**src/rtl/tdpt_pkg.sv**
```systemverilog
package tdpt_pkg;

	typedef enum logic [1:0] {
		ST_IDLE,
		ST_CHECK,
		ST_DIVIDE,
		ST_DONE
	} state_t;

	typedef struct packed {
		logic start;
	} rem_ctrl_t;

	typedef struct packed {
		logic done;
		logic zero;
	} rem_stat_t;

endpackage

```
**src/rtl/tdpt_rem.sv**
```systemverilog
// Restoring remainder unit, one dividend bit per cycle.
module tdpt_rem
	import tdpt_pkg::*;
#(
	parameter int W = 16
) (
	input  logic         clk,
	input  logic         arst_n,
	input  rem_ctrl_t    ctrl,
	input  logic [W-1:0] dividend,
	input  logic [W-1:0] divisor,
	output rem_stat_t    stat
);

	localparam int CNT_W = $clog2(W + 1);

	logic [W-1:0]     sh_q;
	logic [W-1:0]     rem_q;
	logic [CNT_W-1:0] cnt_q;
	logic             busy_q;
	logic             done_q;

	logic [W:0] r2;
	logic [W:0] diff;
	logic       ge;

	assign r2   = {rem_q, sh_q[W-1]};
	assign ge   = r2 >= {1'b0, divisor};
	assign diff = r2 - {1'b0, divisor};

	always_ff @(posedge clk or negedge arst_n) begin
		if (!arst_n) begin
			busy_q <= 1'b0;
			done_q <= 1'b0;
			cnt_q  <= '0;
		end else begin
			done_q <= 1'b0;
			if (ctrl.start) begin
				busy_q <= 1'b1;
				cnt_q  <= CNT_W'(W);
			end else if (busy_q) begin
				cnt_q <= cnt_q - 1'b1;
				if (cnt_q == CNT_W'(1)) begin
					busy_q <= 1'b0;
					done_q <= 1'b1;
				end
			end
		end
	end

	always_ff @(posedge clk) begin
		if (ctrl.start) begin
			sh_q  <= dividend;
			rem_q <= '0;
		end else if (busy_q) begin
			sh_q  <= {sh_q[W-2:0], 1'b0};
			rem_q <= ge ? diff[W-1:0] : r2[W-1:0];
		end
	end

	assign stat.done = done_q;
	assign stat.zero = (rem_q == '0);

endmodule

```
**config.mk**
```make
export PLATFORM = sky130hd
export DESIGN_NAME = tdpt_rem
export DESIGN_NICKNAME = d
export VERILOG_FILES = /design/src/rtl/tdpt_pkg.sv /design/src/rtl/tdpt_rem.sv
export SDC_FILE = /design/constraint.sdc
export NUM_CORES = 1
export LEC_CHECK = 0
export BUFFER_PORTS_ARGS = -buffer_cell sky130_fd_sc_hd__buf_2
export CAP_MARGIN = 30
export CORE_MARGIN = 2
export CORE_UTILIZATION = 30
export DETAILED_ROUTE_END_ITERATION = 6
export PLACE_DENSITY = 0.54
export SYNTH_ARGS = -nofsm -noshare
export SYNTH_HDL_FRONTEND = slang
export SYNTH_SLANG_ARGS = --single-unit
```
**constraint.sdc**
```tcl
create_clock -name clk -period 2.53 [get_ports clk]
set_clock_uncertainty 0.05 [all_clocks]
set_input_delay 0.6325 -clock clk [delete_from_list [all_inputs] [get_ports clk]]
set_output_delay 0.6325 -clock clk [all_outputs]
set_load 0.005 [all_outputs]
```
==> run_results.csv <==
group,metric,value,unit
worst_setup_path,max_stage_delay,0.39,ns
worst_setup_path,r2r_slack,0.05,ns
synth,synth.top_cell.area_share,18.15,%
floorplan,ios,37,
global_route,grt_start_max_net_pins,39,
outcome,outcome,"finished, final reports clean",
layout,diodes,0,
global_route,grt_first_pass_wirelength,10.39,mm
worst_setup_path,critPathMaxFanout,3,
power_and_ir_drop,p_seq_share,36.9,%
clock_tree,cts.sinks,39,
clock_tree,numCtsBuffers,5,
worst_setup_path,cp_slowest_cell,"edfxtp_1",
timing,tightest_slew,0.4908,ns
worst_setup_path,reg2reg_to,"rem_q[12]",
timing,rsz0062_at_grt,"yes",
min_path,worstHoldPathType,"primary input to asynchronous set/reset pin",
synth,ys_top_cells_by_count,"nor2_1, inv_1, ha_1",
clock_tree,cts_max_path_buffers,2,
synth,synth-seq-cells,39,
floorplan,rows,34,
floorplan,fp.dieArea,9592,µm²
placement,io_buffers,36,
clock_tree,htreeDepth,2,
route,vias_per_cell,4.823,
run,cap_violations,0,
route,wirelength,6.247,mm
power_and_ir_drop,p_sw_share,34.73,%
floorplan,core_area,8636,µm²
layout,seq_area,975.9,µm²
layout,layout-drive-gt1-share,39.04,%
timing,hold_violations,0,
worst_setup_path,critical_path.top_delay_family,"compound AO/OA/AOI/OAI gates",
global_route,grt_use_total,13.32,%
synth,avgSynthCellArea,9.698,µm²
layout,layoutNonFillerInstCount,464,
timing,relSlewSlack,66.94,%
synth,synth.most_common_cell,"nor2_1",
power_and_ir_drop,p_leak,1.516,nW
timing,max_freq,402.9,MHz
synth,synth_nets,327,
synth,yosys.cell_types.count,54,
clock_tree,cts_tree,"yes",
timing,min_period_over_period,98.11,%
worst_setup_path,cp_cell_sequence,"inv_2, ha_4, inv_2, fa_2, a21o_1, a221oi_4, nor2_2, o41ai_2, xnor2_1, mux2i_1, a211oi_1",
worst_setup_path,rr_worst_depth,11,
power_and_ir_drop,p_int,1.559,mW
synth,synth_edf_count,16,
global_route,grt_overflow_total,0,
layout,nFillCells,872,
timing,drv_slew,0,
placement,dp.cells,452,
worst_setup_path,worst_ep_required_time,2.70,ns
placement,gp_congestion,0.8119,
floorplan,fp.dieW,97.94,µm
synth,yosys_warnings,0,
floorplan,die_height,97.94,µm
power_and_ir_drop,p_comb_share,43.3,%
worst_setup_path,worstSetupStartpointType,"register",
clock_tree,path_clk_slew,0.08,ns
route,drtPass1Iterations,4,
power_and_ir_drop,p_switching,829.4,µW
route,num_vias,2238,
synth,ys_seq_area_share,36.86,%
worst_setup_path,critPathBufInv,2,
timing,holdWs,0.1034,ns
worst_setup_path,reg2reg_from,"sh_q[15]",
worst_setup_path,worst_setup_path_end_kind,"register",
route,antenna_left,0,
synth,yosysTopAreaCell,"edfxtp_1",
synth,syn_area,2648,µm²
clock_tree,root_buffer,"clkbuf_8",
route,wire_per_inst,13.46,µm
power_and_ir_drop,power.density,673.5,nW/µm²
worst_setup_path,cp.arrival,2.65,ns
global_route,grt_pass1_vias,2231,
placement,hpwlAfterDp,4.727,mm
synth,synth_area_leaders,"edfxtp_1, dfxtp_1, ha_1",
synth,ys.flop_type,"edfxtp_1",
synth,netlist_instances,273,
layout,multi_input_area,1659,µm²
clock_tree,hold_buffers,0,
power_and_ir_drop,clkPwrFrac,19.8,%
timing,fin_crit,2.482,ns
route,drt_iter0_markers,77,
route,drc,0,
synth,postSynth.asyncResetShare,17.95,%
timing,finalSetupViolCount,0,
power_and_ir_drop,peakVddDrop,0.0002784,V
global_route,antenna_found_initial,0,
floorplan,start_util,30.66,%
worst_setup_path,crit_top_cell,"inv_2",
clock_tree,clk-insertion-delay-late,0.30,ns
layout,syn2layout_area_growth,33.93,%
layout,finalNetCount,409,
worst_setup_path,crit_type,"register to register",
## placed cells by master, fill, tap and decap left out, types with 8 or more instances in the layout
master,n
a211oi_1,14
buf_2,36
buf_4,50
dfxtp_1,16
edfxtp_1,16
ha_1,10
ha_4,8
inv_1,22
mux2_2,15
mux2i_1,11
nand2_1,10
nor2_1,28
xnor2_1,12
## registers in the layout (all words and copies together) (netlist names)
register	cells
busy_q	1
sh_q	16
done_q	1
rem_q	16
cnt_q	5
## per-stage QoR
step	worst slack, ns	area (µm²)	setup TNS, ns	util (%)	power, mW
floorplan	-0.07449	2790	-0.2122	-	1.553
global placement	-0.2502	3397	-2.643	39.34	1.894
detailed placement	-0.2767	3397	-3.067	39.34	1.906
CTS	-0.008296	3518	-0.008296	40.74	2.398
global route	-0.1144	3546	-0.2612	41.06	2.549
finish	0.04783	3546	0	41.06	2.388
## worst max-delay path by stage
stage               startpoint         to  slack (ns)  cells after the start
finish                sh_q[15]  rem_q[12]        0.05                     11
global route          sh_q[15]  rem_q[14]       -0.11                     11
CTS                   sh_q[15]  rem_q[12]      -0.008                     11
detailed placement  divisor[8]   rem_q[0]       -0.28                      9
global placement    divisor[0]  rem_q[12]       -0.25                     11
floorplan           divisor[0]  rem_q[14]       -0.07                     10
## routing by layer
| metal | vias up | global-route usage (%) | part of all wire (%) |
|---|---|---|---|
| li1 | 1154 | - | - |
| met1 | 1054 | 17.65 | 50 |
| met2 | 24 | 22.08 | 47 |
| met3 | 6 | 1.861 | 1.9 |
| met4 | 0 | 5.021 | 1.3 |
| met5 | - | 0 | 0 |
## worst reg2reg max path, cell delays in order (launching register included)
cell	delay, ns
edfxtp_1	0.39
inv_2	0.09
ha_4	0.14
inv_2	0.04
fa_2	0.35
a21o_1	0.23
a221oi_4	0.29
nor2_2	0.09
o41ai_2	0.31
xnor2_1	0.17
mux2i_1	0.10
a211oi_1	0.18
## power groups by stage
| stage | clock [mW] | combinational, mW | sequential [mW] |
|---|---|---|---|
| 2_1_floorplan | 0 | 0.689 | 0.864 |
| 3_3_place_gp | 0 | 1.00 | 0.892 |
| 3_5_place_dp | 0 | 1.01 | 0.895 |
| 4_1_cts | 0.487 | 1.03 | 0.882 |
| 5_1_grt | 0.501 | 1.15 | 0.897 |
| 6_report | 0.473 | 1.03 | 0.881 |
## repair_timing
action                     in CTS  in global routing
cloned                          0                  0
pin swaps                       9                  2
setup endpoints to repair       2                 10
gates resized for setup         1                  6
buffers inserted                3                  1
## area by class of cell
type / instances / area share, %
Inverter: 24 / 2.541
Clock inverter: 2 / 0.4587
Sequential cell: 39 / 27.52
Clock buffer: 6 / 2.329
Tap cell: 108 / 3.811
Multi-Input combinational cell: 197 / 46.79
Timing Repair Buffer: 88 / 16.55
## cells by family after synthesis
logic type,share of synthesized area [%]
compound gates,16.49
xor+xnor,4.631
fa+ha+maj,9.263
buf+inv,6.049
flops,36.86
mux,11.11
simple gates,15.60
Power figures use the tool's default switching activity.
